$ cat config.mk
export PLATFORM = sky130hd
export DESIGN_NAME = tmma_mac
export DESIGN_NICKNAME = d
export VERILOG_FILES = /design/src/design/tmma_pkg.sv /design/src/design/tmma_mac.sv
export SDC_FILE = /design/constraint.sdc
export NUM_CORES = 2
export LEC_CHECK = 0
export ABC_AREA = 0
export BUFFER_PORTS_ARGS = -buffer_cell sky130_fd_sc_hd__buf_4
export CORE_ASPECT_RATIO = 1.2
export CORE_MARGIN = 1
export CORE_UTILIZATION = 56
export DETAILED_ROUTE_END_ITERATION = 8
export PLACE_DENSITY = 0.75
export SYNTH_ARGS = -nofsm -noshare
export SYNTH_HDL_FRONTEND = slang
export SYNTH_SLANG_ARGS = --single-unit
$ cat constraint.sdc
create_clock -name clk -period 4.35 [get_ports clk]
set_clock_uncertainty 0.1 [all_clocks]
set_input_delay 0.435 -clock clk [delete_from_list [all_inputs] [get_ports clk]]
set_output_delay 0.435 -clock clk [all_outputs]
set_load 0.01 [all_outputs]
$ cat src/design/tmma_pkg.sv
package tmma_pkg;

    localparam int MAX_SIZE = 32;
    localparam int TILE     = 8;

    localparam int IDX_W    = $clog2(MAX_SIZE);
    localparam int SZ_W     = $clog2(MAX_SIZE + 1);
    localparam int TW       = (TILE > 1) ? $clog2(TILE) : 1;
    localparam int DEPTH    = MAX_SIZE * MAX_SIZE;
    localparam int ADDR_W   = $clog2(DEPTH);
    localparam int CFG_W    = 6;
    localparam int AB_W     = 32;
    localparam int C_W      = 64;
    localparam int OP_W     = 3;

    localparam logic [CFG_W-1:0] SIZE_RESET = CFG_W'(32);

    typedef enum logic [OP_W-1:0] {
        OP_WRITE_A = 3'd0,
        OP_WRITE_B = 3'd1,
        OP_WRITE_C = 3'd2,
        OP_COMPUTE = 3'd3,
        OP_READ_C  = 3'd4
    } op_t;

    typedef enum logic [2:0] {
        S_IDLE,
        S_WAIT,
        S_LOAD,
        S_RUN,
        S_DRAIN,
        S_DONE
    } seq_state_t;

    // control from the sequencer to the MAC datapath
    typedef struct packed {
        logic load_c;     // C read issued this cycle, data lands next cycle
        logic issue_ab;   // A/B reads issued this cycle
    } mac_ctl_t;

    // clamp to MAX_SIZE, round down to a whole number of tiles
    function automatic logic [SZ_W-1:0] eff_size(input logic [CFG_W-1:0] ms);
        int m;
        m = (int'(ms) > MAX_SIZE) ? MAX_SIZE : int'(ms);
        return SZ_W'(m - (m % TILE));
    endfunction

    function automatic logic [ADDR_W-1:0] addr_of(input logic [IDX_W-1:0] r,
                                                 input logic [IDX_W-1:0] c);
        return ADDR_W'(r) * ADDR_W'(MAX_SIZE) + ADDR_W'(c);
    endfunction

endpackage

$ cat src/design/tmma_mac.sv
module tmma_mac (
    input  logic                         clk,
    input  logic                         rst_n,
    input  tmma_pkg::mac_ctl_t           ctl,
    input  logic [tmma_pkg::AB_W-1:0]    a_rdata,
    input  logic [tmma_pkg::AB_W-1:0]    b_rdata,
    input  logic [tmma_pkg::C_W-1:0]     c_rdata,
    output logic [tmma_pkg::C_W-1:0]     acc,
    output logic                         busy
);
    import tmma_pkg::*;

    logic                   load_d_reg;
    logic                   ab_v_reg;
    logic                   prod_v_reg;
    logic signed [C_W-1:0]  prod_reg;
    logic signed [C_W-1:0]  prod_next;
    logic signed [C_W-1:0]  acc_reg;
    logic signed [C_W-1:0]  acc_next;
    logic signed [C_W-1:0]  sum;
    logic signed [AB_W-1:0] a_s;
    logic signed [AB_W-1:0] b_s;

    assign a_s       = a_rdata;
    assign b_s       = b_rdata;
    assign prod_next = a_s * b_s;   // exact Q32.32

    // saturating add
    always_comb
    begin
        sum = acc_reg + prod_reg;
        if (acc_reg[C_W-1] == prod_reg[C_W-1] && sum[C_W-1] != acc_reg[C_W-1])
        begin
            acc_next = acc_reg[C_W-1] ? {1'b1, {(C_W-1){1'b0}}}
                                      : {1'b0, {(C_W-1){1'b1}}};
        end
        else
        begin
            acc_next = sum;
        end
    end

    always_ff @(posedge clk or negedge rst_n)
    begin
        if (!rst_n)
        begin
            load_d_reg <= 1'b0;
            ab_v_reg   <= 1'b0;
            prod_v_reg <= 1'b0;
        end
        else
        begin
            load_d_reg <= ctl.load_c;
            ab_v_reg   <= ctl.issue_ab;
            prod_v_reg <= ab_v_reg;
        end
    end

    always_ff @(posedge clk)
    begin
        if (ab_v_reg)
        begin
            prod_reg <= prod_next;
        end
        if (load_d_reg)
        begin
            acc_reg <= c_rdata;
        end
        else if (prod_v_reg)
        begin
            acc_reg <= acc_next;
        end
    end

    assign acc  = acc_reg;
    assign busy = ab_v_reg | prod_v_reg;

endmodule

==> flow_metrics.py <==
metrics = {
    "worst_setup_path": {
        "critical_path_arrival_ns": 7.35,
        "r2r_setup_slack_ns": 0.36,
        "crit_type": "in -> reg",
        "path_delay_family": "adder cells",
        "crit_path_end_kind": "register",
        "worstReg2RegEnd": "acc[62]$_DFFE_PP_",
        "crit_path_top_delay_cell": "fa_1",
        "worstPathRequired_ns": 4.42,
        "rr_startpoint": "acc[0]$_DFFE_PP_",
        "path_buf_inv": 5,
        "path_cells": "buf_12, and2_4, fa_1, fa_1, fa_1, inv_2, fa_1, inv_2, fa_1, fa_1, fa_1, fa_2, ha_4, buf_4, nand4_1, or3_4, o221ai_2, buf_4, o2111ai_4, a31oi_4, a31oi_4, o41ai_2, a21oi_1, xnor2_1",
        "critPathMaxFanout": 16,
        "crit_top_cell": "fa_1",
        "crit_path_start_kind": "input pin",
        "cpPeakStageDelay_ns": 0.55,
        "reg2regPathDepth": 13,
    },
    "logic_synthesis": {
        "yosysUniqueCellTypes": 82,
        "syn_inst": 4754,
        "synth-edff-count": 128,
        "syn_area_um2": 44800,
        "synth.ff_latch_count": 131,
        "syn_avg_cell_area_um2": 9.43,
        "synth_ff_type": "edfxtp_1",
        "syn_nets": 6216,
        "ys_warn_count": 0,
        "yosysSeqAreaShare": 0.0874,
        "async_flop_share": 0.0229,
    },
    "status": {
        "outcome": "complete, but fails checks",
        "violations": "setup timing",
    },
    "finish": {
        "stdcell_count": 6292,
        "final_cell_mix": "fa_1, inv_1, nand2_1",
        "utilization": 0.686,
        "final_common_cell": "fa_1",
        "multi_input_area_um2": 38300,
        "nNetsFinal": 6706,
        "num-fill-cells": 5856,
        "drive_gt1_frac": 0.225,
        "regArea_um2": 3920,
        "fin_area_um2": 54300,
        "num_antenna_cells": 0,
        "area_delta_synth_final_pct": 21.2,
    },
    "clocking": {
        "clock_latency_ns": 0.43,
        "cts_tree": "yes",
        "cts_buffer_depth": 2,
        "h-tree-depth": 4,
        "cts_made_buffers": 17,
        "cts.sinks": 131,
        "clkTransAtPathRegs_ns": 0.07,
        "cts_root_buf": "clkbuf_16",
    },
    "timing": {
        "worst_slack_ns": -2.93,
        "max_slew.worst_pin.slew_ns": 0.828,
        "min_period_ns": 7.28,
        "hold_viol_final": 0,
        "setup_viol": 56,
        "finalCritPeriodShare": 1.67,
        "rsz0062_at_grt": "yes",
        "max_freq_mhz": 137,
        "slew_headroom": 0.448,
        "fin_setup_tns_ns": -123.09,
        "finalMaxSlewViolations": 0,
    },
    "global_route": {
        "grt_pass1_wl_um": 197000,
        "antenna_found_initial": 0,
        "track_usage": 0.310,
        "grt_pass1_vias": 39000,
        "grt_overflow_total": 0,
        "grt_max_degree": 65,
    },
    "detailed_routing": {
        "postRouteWirelength_um": 124000,
        "ant_nets": 0,
        "vias_per_cell": 5.57,
        "post-route-drc-count": 0,
        "dr.pass1.iters": 5,
        "via_count": 35000,
        "drtIter0Drc": 2069,
        "wire_per_inst_um": 19.7,
    },
    "die": {
        "core_um2": 79200,
        "dieArea_um2": 81200,
        "start_util": 0.566,
        "num_io_pins": 197,
        "die_w_um": 260,
        "die_h_um": 312,
        "rows": 113,
    },
    "placement": {
        "post_dp_cell_area_um2": 51100,
        "globalplace.congestion": 0.941,
        "port_buffers": 196,
        "dp_cells": 6194,
        "dp_hpwl_um": 104000,
    },
    "job": {
        "maxCapViolations": 0,
    },
    "min_path": {
        "hold_start": "c_rdata[46]",
        "whs_path_depth": 3,
        "min_path_type": "in -> reg",
        "holdPathEnd": "acc[46]$_DFFE_PP_",
    },
}
[cell families (layout without fill, tap and decap cells)]
logic type	count (synthesis)	in the layout	share of synthesized area
AND/OR/NAND/NOR	1450	1450	0.160
adder cells (fa/ha/maj)	1330	1330	0.553
buffers and inverters	1224	1727	0.103
AO/OA/AOI/OAI	486	486	0.0712
flip-flops	131	131	0.0874
XOR/XNOR	128	128	0.0250
multiplexers	5	5	0.00114
[tightest hold or removal path, stage by stage]
cell and delay, ns:
buf_4 0.08, nand2_1 0.04, o21ai_1 0.06
[per-stage QoR]
| stage | hold WS (ns) | setup slack, ns |
|---|---|---|
| after floorplan | 0.0394 | -3.36 |
| after global placement | 0.125 | -3.55 |
| after detailed placement | 0.125 | -3.66 |
| after CTS | 0.00156 | -2.87 |
| after global routing | 0.216 | -3.16 |
| final | 0.192 | -2.93 |
[layer usage]
metal  up-vias  GRT usage  wire length [um]
li1      15400          -                 -
met1     18000      0.343             42700
met2      1191      0.567             66700
met3       514     0.0285              5150
met4         0      0.199              9310
met5         -          0                 0
[how the worst max path moves through the flow]
stage                 from                      to  slack [ns]  cells past startpoint
5_1_grt        b_rdata[10]  prod_reg[63]$_DFFE_PP_       -3.16                     26
6_report       a_rdata[15]  prod_reg[63]$_DFFE_PP_       -2.93                     24
3_3_place_gp    b_rdata[8]  prod_reg[60]$_DFFE_PP_       -3.55                     21
3_5_place_dp    b_rdata[8]  prod_reg[56]$_DFFE_PP_       -3.66                     21
2_1_floorplan  a_rdata[31]  prod_reg[60]$_DFFE_PP_       -3.36                     25
4_1_cts         a_rdata[6]  prod_reg[57]$_DFFE_PP_       -2.87                     25
[cell type report]
class / instances / share of cell area
inverter: 980 / 0.0679
tap: 1035 / 0.0238
clock buffer: 18 / 0.00790
multi-input combinational: 3399 / 0.704
timing repair buffer: 715 / 0.120
sequential: 131 / 0.0722
clock inverter: 14 / 0.00389
[synthesized netlist by cell type (58+ instances only)]
library cell	instances	area [um2]
inv_1	978	3670
nand2_1	622	2330
and2_1	524	3280
xnor2_1	79	692
nor2_1	143	537
fa_1	1083	21700
clkbuf_1	231	867
edfxtp_1	128	3840
a21oi_1	146	731
ha_1	247	3090
a21o_1	58	435
a31oi_1	68	425
o21ai_0	66	330
[timing repair]
action / 4_1_cts / 5_1_grt
pin swaps: 218 / 132
gates resized for setup: 361 / 146
endpoints found under the hold margin: 3 / 2
endpoints found under the setup margin: 56 / 57
setup buffers: 60 / 20
hold buffers: 1 / 2
cloned: 2 / 3
Power is left out: the tool's default activity adds up to more than one toggle a clock period on the data nets, which glitch-free logic cannot reach.
