$ cat src/design/tmma_pkg.sv
package tmma_pkg;

    localparam int MAX_SIZE = 32;
    localparam int TILE     = 8;

    localparam int IDX_W    = $clog2(MAX_SIZE);
    localparam int SZ_W     = $clog2(MAX_SIZE + 1);
    localparam int TW       = (TILE > 1) ? $clog2(TILE) : 1;
    localparam int DEPTH    = MAX_SIZE * MAX_SIZE;
    localparam int ADDR_W   = $clog2(DEPTH);
    localparam int CFG_W    = 6;
    localparam int AB_W     = 32;
    localparam int C_W      = 64;
    localparam int OP_W     = 3;

    localparam logic [CFG_W-1:0] SIZE_RESET = CFG_W'(32);

    typedef enum logic [OP_W-1:0] {
        OP_WRITE_A = 3'd0,
        OP_WRITE_B = 3'd1,
        OP_WRITE_C = 3'd2,
        OP_COMPUTE = 3'd3,
        OP_READ_C  = 3'd4
    } op_t;

    typedef enum logic [2:0] {
        S_IDLE,
        S_WAIT,
        S_LOAD,
        S_RUN,
        S_DRAIN,
        S_DONE
    } seq_state_t;

    // control from the sequencer to the MAC datapath
    typedef struct packed {
        logic load_c;     // C read issued this cycle, data lands next cycle
        logic issue_ab;   // A/B reads issued this cycle
    } mac_ctl_t;

    // clamp to MAX_SIZE, round down to a whole number of tiles
    function automatic logic [SZ_W-1:0] eff_size(input logic [CFG_W-1:0] ms);
        int m;
        m = (int'(ms) > MAX_SIZE) ? MAX_SIZE : int'(ms);
        return SZ_W'(m - (m % TILE));
    endfunction

    function automatic logic [ADDR_W-1:0] addr_of(input logic [IDX_W-1:0] r,
                                                 input logic [IDX_W-1:0] c);
        return ADDR_W'(r) * ADDR_W'(MAX_SIZE) + ADDR_W'(c);
    endfunction

endpackage

$ cat src/design/tmma_seq.sv
module tmma_seq (
    input  logic                          clk,
    input  logic                          rst_n,
    input  logic                          start,
    input  logic [tmma_pkg::SZ_W-1:0]     n,
    input  logic                          p1_empty,
    input  logic                          p1_free,
    input  logic                          mac_busy,
    output logic                          busy,
    output logic                          done_push,
    output logic                          ab_re,
    output logic [tmma_pkg::ADDR_W-1:0]   a_raddr,
    output logic [tmma_pkg::ADDR_W-1:0]   b_raddr,
    output logic                          c_re,
    output logic [tmma_pkg::ADDR_W-1:0]   c_raddr,
    output logic                          c_we,
    output logic [tmma_pkg::ADDR_W-1:0]   c_waddr,
    output tmma_pkg::mac_ctl_t            mac_ctl
);
    import tmma_pkg::*;

    seq_state_t       state_reg, state_next;
    logic [IDX_W-1:0] rb_reg, rb_next;
    logic [IDX_W-1:0] cb_reg, cb_next;
    logic [TW-1:0]    ri_reg, ri_next;
    logic [TW-1:0]    ci_reg, ci_next;
    logic [IDX_W-1:0] k_reg, k_next;
    logic [IDX_W-1:0] row;
    logic [IDX_W-1:0] col;
    logic             k_last;
    logic             ri_end;
    logic             ci_end;
    logic             rb_end;
    logic             cb_end;

    assign row    = rb_reg + IDX_W'(ri_reg);
    assign col    = cb_reg + IDX_W'(ci_reg);
    assign k_last = (SZ_W'(k_reg) + SZ_W'(1)) == n;
    assign ri_end = ri_reg == TW'(TILE - 1);
    assign ci_end = ci_reg == TW'(TILE - 1);
    assign rb_end = (SZ_W'(rb_reg) + SZ_W'(TILE)) == n;
    assign cb_end = (SZ_W'(cb_reg) + SZ_W'(TILE)) == n;

    assign a_raddr = addr_of(row, k_reg);
    assign b_raddr = addr_of(k_reg, col);
    assign c_raddr = addr_of(row, col);
    assign c_waddr = addr_of(row, col);

    always_ff @(posedge clk or negedge rst_n)
    begin
        if (!rst_n)
        begin
            state_reg <= S_IDLE;
            rb_reg    <= '0;
            cb_reg    <= '0;
            ri_reg    <= '0;
            ci_reg    <= '0;
            k_reg     <= '0;
        end
        else
        begin
            state_reg <= state_next;
            rb_reg    <= rb_next;
            cb_reg    <= cb_next;
            ri_reg    <= ri_next;
            ci_reg    <= ci_next;
            k_reg     <= k_next;
        end
    end

    always_comb
    begin
        state_next       = state_reg;
        rb_next          = rb_reg;
        cb_next          = cb_reg;
        ri_next          = ri_reg;
        ci_next          = ci_reg;
        k_next           = k_reg;
        busy             = 1'b1;
        done_push        = 1'b0;
        ab_re            = 1'b0;
        c_re             = 1'b0;
        c_we             = 1'b0;
        mac_ctl.load_c   = 1'b0;
        mac_ctl.issue_ab = 1'b0;
        case (state_reg)
            S_IDLE:
            begin
                busy = 1'b0;
                if (start)
                begin
                    state_next = S_WAIT;
                end
            end
            S_WAIT:
            begin
                // C read port is shared with a read still held in stage 1
                if (p1_empty)
                begin
                    rb_next = '0;
                    cb_next = '0;
                    ri_next = '0;
                    ci_next = '0;
                    state_next = (n == '0) ? S_DONE : S_LOAD;
                end
            end
            S_LOAD:
            begin
                c_re           = 1'b1;
                mac_ctl.load_c = 1'b1;
                k_next         = '0;
                state_next     = S_RUN;
            end
            S_RUN:
            begin
                ab_re            = 1'b1;
                mac_ctl.issue_ab = 1'b1;
                k_next           = k_reg + IDX_W'(1);
                if (k_last)
                begin
                    state_next = S_DRAIN;
                end
            end
            S_DRAIN:
            begin
                if (!mac_busy)
                begin
                    c_we       = 1'b1;
                    state_next = S_LOAD;
                    if (ci_end)
                    begin
                        ci_next = '0;
                        if (ri_end)
                        begin
                            ri_next = '0;
                            if (cb_end)
                            begin
                                cb_next = '0;
                                if (rb_end)
                                begin
                                    rb_next    = '0;
                                    state_next = S_DONE;
                                end
                                else
                                begin
                                    rb_next = rb_reg + IDX_W'(TILE);
                                end
                            end
                            else
                            begin
                                cb_next = cb_reg + IDX_W'(TILE);
                            end
                        end
                        else
                        begin
                            ri_next = ri_reg + TW'(1);
                        end
                    end
                    else
                    begin
                        ci_next = ci_reg + TW'(1);
                    end
                end
            end
            S_DONE:
            begin
                if (p1_free)
                begin
                    done_push  = 1'b1;
                    state_next = S_IDLE;
                end
            end
            default:
            begin
                state_next = S_IDLE;
            end
        endcase
    end

endmodule

$ cat config.mk
export PLATFORM = sky130hd
export DESIGN_NAME = tmma_seq
export DESIGN_NICKNAME = d
export VERILOG_FILES = /design/src/design/tmma_pkg.sv /design/src/design/tmma_seq.sv
export SDC_FILE = /design/constraint.sdc
export NUM_CORES = 1
export LEC_CHECK = 0
export BUFFER_PORTS_ARGS = -buffer_cell sky130_fd_sc_hd__buf_4
export CAP_MARGIN = 5
export CORE_MARGIN = 3
export CORE_UTILIZATION = 40
export DETAILED_ROUTE_END_ITERATION = 8
export PLACE_DENSITY = 0.67
export SLEW_MARGIN = 40
export SYNTH_ARGS = -nofsm -noshare
export SYNTH_HDL_FRONTEND = slang
export SYNTH_SLANG_ARGS = --single-unit
$ cat constraint.sdc
create_clock -name clk -period 2.2 [get_ports clk]
set_input_delay 0.66 -clock clk [delete_from_list [all_inputs] [get_ports clk]]
set_output_delay 0.66 -clock clk [all_outputs]
set_load 0.005 [all_outputs]
==> reports/metrics.csv <==
metric,value,unit
first-pass GRT wire length,5409,um
clock skew,0.001162,ns
I/O Buffers,58,
sequential share of the synthesized area,0.2913,
Area after DPL,1768,um^2
Compound-Gate Fraction of Synth Area,0.1650,
Mapped Nets,194,
CP startpoint,state_reg[0]$_DFFE_PN0P_,
synthesized instance count,175,
Synth Area in Adders,0.05663,
DR vias/cell,5.206,
largest net degree at the start of global routing,19,
crit-path max FO,9,
Die Width,68.18,um
Final Max Tran Viols,0,
DIE HEIGHT,68.18,um
DRT antenna net count,0,
I/O pin count,59,
Peak VDD IR,0.0005144,V
core area,3521,um^2
"area leader, netlist",dfrtp_1,
num rows,21,
via count,1265,
Routed met3 length,228,um
WL/cell,14.12,um
clk sinks,18,
XOR/XNOR Fraction of Synth Area,0.07362,
initial antenna violation count,0,
Overflow after GRT,0,
arrival time at the worst endpoint,1.38,ns
worst-margin pin slew,0.5423,ns
Syn. warnings,0,
"Reg clk slew, reported paths",0.07,ns
Clock Latency Late Sink,0.25,ns
Synth Area in Simple Gates,0.1578,
Layout Area Growth over Synthesis,18.20,%
end point of the critical path,busy,
share of cells above drive strength 1,0.4112,
max FFs per register,5,
Filler Cell Count,354,
number of detailed-route iterations in the first pass,4,
ant diodes,0,
CTS Buffer Depth,2,
Setup crit end kind,primary output,
CP Data Required Time,1.54,ns
startpoint types,flop,
RSZ-0062 raised after global routing,no,
pwr dens,866.4,nW/um^2
cell area after synthesis,1546,um^2
CTS hold repair buffers,0,
Yosys cell types,46,
ys flop type,dfrtp_1,
#FFs+latches synth,18,
post-synth top area share,0.2913,
worst r2r src,ci_reg[0]$_DFFE_PN0P_,
Non-Filler Instances,243,
Die ar.,4649,um^2
DRC,0,
largest family of logic cells by synthesized area,buffers and inverters,
Final Hold Violating Endpoints,0,
FF+latch area,450.4,um^2
GPL Wtd Cong,0.8717,
r2r setup slk,0.29,ns
Highest Signal Layer,met4,
worst r2r dst,rb_reg[3]$_DFFE_PN0P_,
Post-Route Setup TNS,0,ns
max_cap viols,0,
number of CTS-inserted buffers,3,
placed insts,239,
Post-synth EDFFs,0,
Max-slew headroom,0.6357,
Setup-failing EPs final,0,
fin nets,217,
Final period util,0.9290,
WL met2,1616,um
Reg2Reg Depth,6,
Root Driver,clkbuf_8,
vias in the first global route,1133,
Setup CP Type,flop to primary output,
minimum clock period,2.044,ns
LEAKAGE,0.9036,nW
met1 wire length,1543,um
post-route cell area,1828,um^2
Area contributors post-synth,"dfrtp_1, buf_4, ha_1",
"commonest non-fill, non-tap cell in the layout",buf_4,
ys async rst share,1.000,
syn avg cell area,8.837,um^2
Hold Crit Class,input pin to async pin,
H-tree depth,1,
Post-Route WL,3432,um
First DRT Iteration DRCs,33,
CTS tree,done,
outcome,completed,
GRT Util Overall,0.1513,
HPWL after detailed placement,2746,um
multiplexer area fraction after synthesis,0.04126,
Initial Utilization,0.4392,
FMAX,489.3,MHz
multi-input logic area,769.5,um^2
most frequent cells in the layout,"buf_4, dfrtp_1, nand2_1",
kinds of logic after synthesis:
group,count (synthesis)
flip-flops,18
AO/OA/AOI/OAI,32
multiplexers,4
buffers and inverters,51
adder cells (fa/ha/maj),7
AND/OR/NAND/NOR,50
XOR/XNOR,13
per-stage QoR:
step	util	hold slack [ns]	worst slack, ns	power [mW]
2_1_floorplan	-	0.3644	0.3412	1.092
6_report	0.5192	0.2675	0.1562	1.584
5_1_grt	0.5192	0.2750	0.05136	1.715
3_5_place_dp	0.5021	0.5471	0.1485	1.321
3_3_place_gp	0.5021	0.5347	0.1688	1.303
4_1_cts	0.5178	0.2741	0.07701	1.590
what timing repair did:
action | 4_1_cts | 5_1_grt
resized for setup | 0 | 2
endpoints found under the setup margin | 0 | 3
setup buffers | 0 | 0
synthesized netlist by cell type (2+ instances only):
cell type,count
nor3_1,7
buf_4,32
ha_1,7
o21ai_0,5
dfrtp_1,18
o22ai_1,2
nor2_1,10
xor2_1,5
a22o_1,2
clkbuf_1,7
a32o_1,3
and3_1,2
nand2_1,17
and2_1,2
o31ai_1,2
buf_6,2
nand3_1,3
xnor2_1,8
inv_1,6
mux2_4,2
o211ai_1,2
buf_2,4
a21oi_1,4
routing by layer:
metal / global-route usage / vias to the layer above
met1: 0.2081 / 591
met5: 0 / -
met4: 0.05459 / 0
met3: 0.01970 / 6
met2: 0.2419 / 46
li1: - / 622
critical path, cell delays in order (launching register included):
cell	delay (ns)
dfrtp_1	0.48
or3_2	0.50
buf_4	0.15
worst min-delay path by stage:
stage,depth (start not counted),end,from,slack (ns)
2_1_floorplan,0,cb_reg[3]$_DFFE_PN0P_,rst_n,0.36
3_3_place_gp,2,k_reg[1]$_DFFE_PN0P_,k_reg[1]$_DFFE_PN0P_,0.53
3_5_place_dp,1,ci_reg[0]$_DFFE_PN0P_,rst_n,0.55
4_1_cts,1,ci_reg[0]$_DFFE_PN0P_,rst_n,0.27
5_1_grt,1,ci_reg[2]$_DFFE_PN0P_,rst_n,0.27
6_report,1,ci_reg[2]$_DFFE_PN0P_,rst_n,0.27
final cells by class:
class | instances | share of cell area
well taps | 46 | 0.03149
clock buffers | 4 | 0.03012
repair buffers | 63 | 0.2587
flip-flops and latches | 18 | 0.2464
multi-input cells | 106 | 0.4209
inverters | 6 | 0.01232
where the power goes:
| part | total, mW | internal (mW) | switching (mW) | leakage [nW] |
|---|---|---|---|---|
| combinational | 0.773 | 0.409 | 0.364 | 0.640 |
| clock | 0.268 | 0.159 | 0.109 | 0.0288 |
| sequential | 0.543 | 0.400 | 0.142 | 0.235 |
| total | 1.58 | 0.968 | 0.616 | 0.904 |
Note: power is estimated with default switching activity, not from simulation.
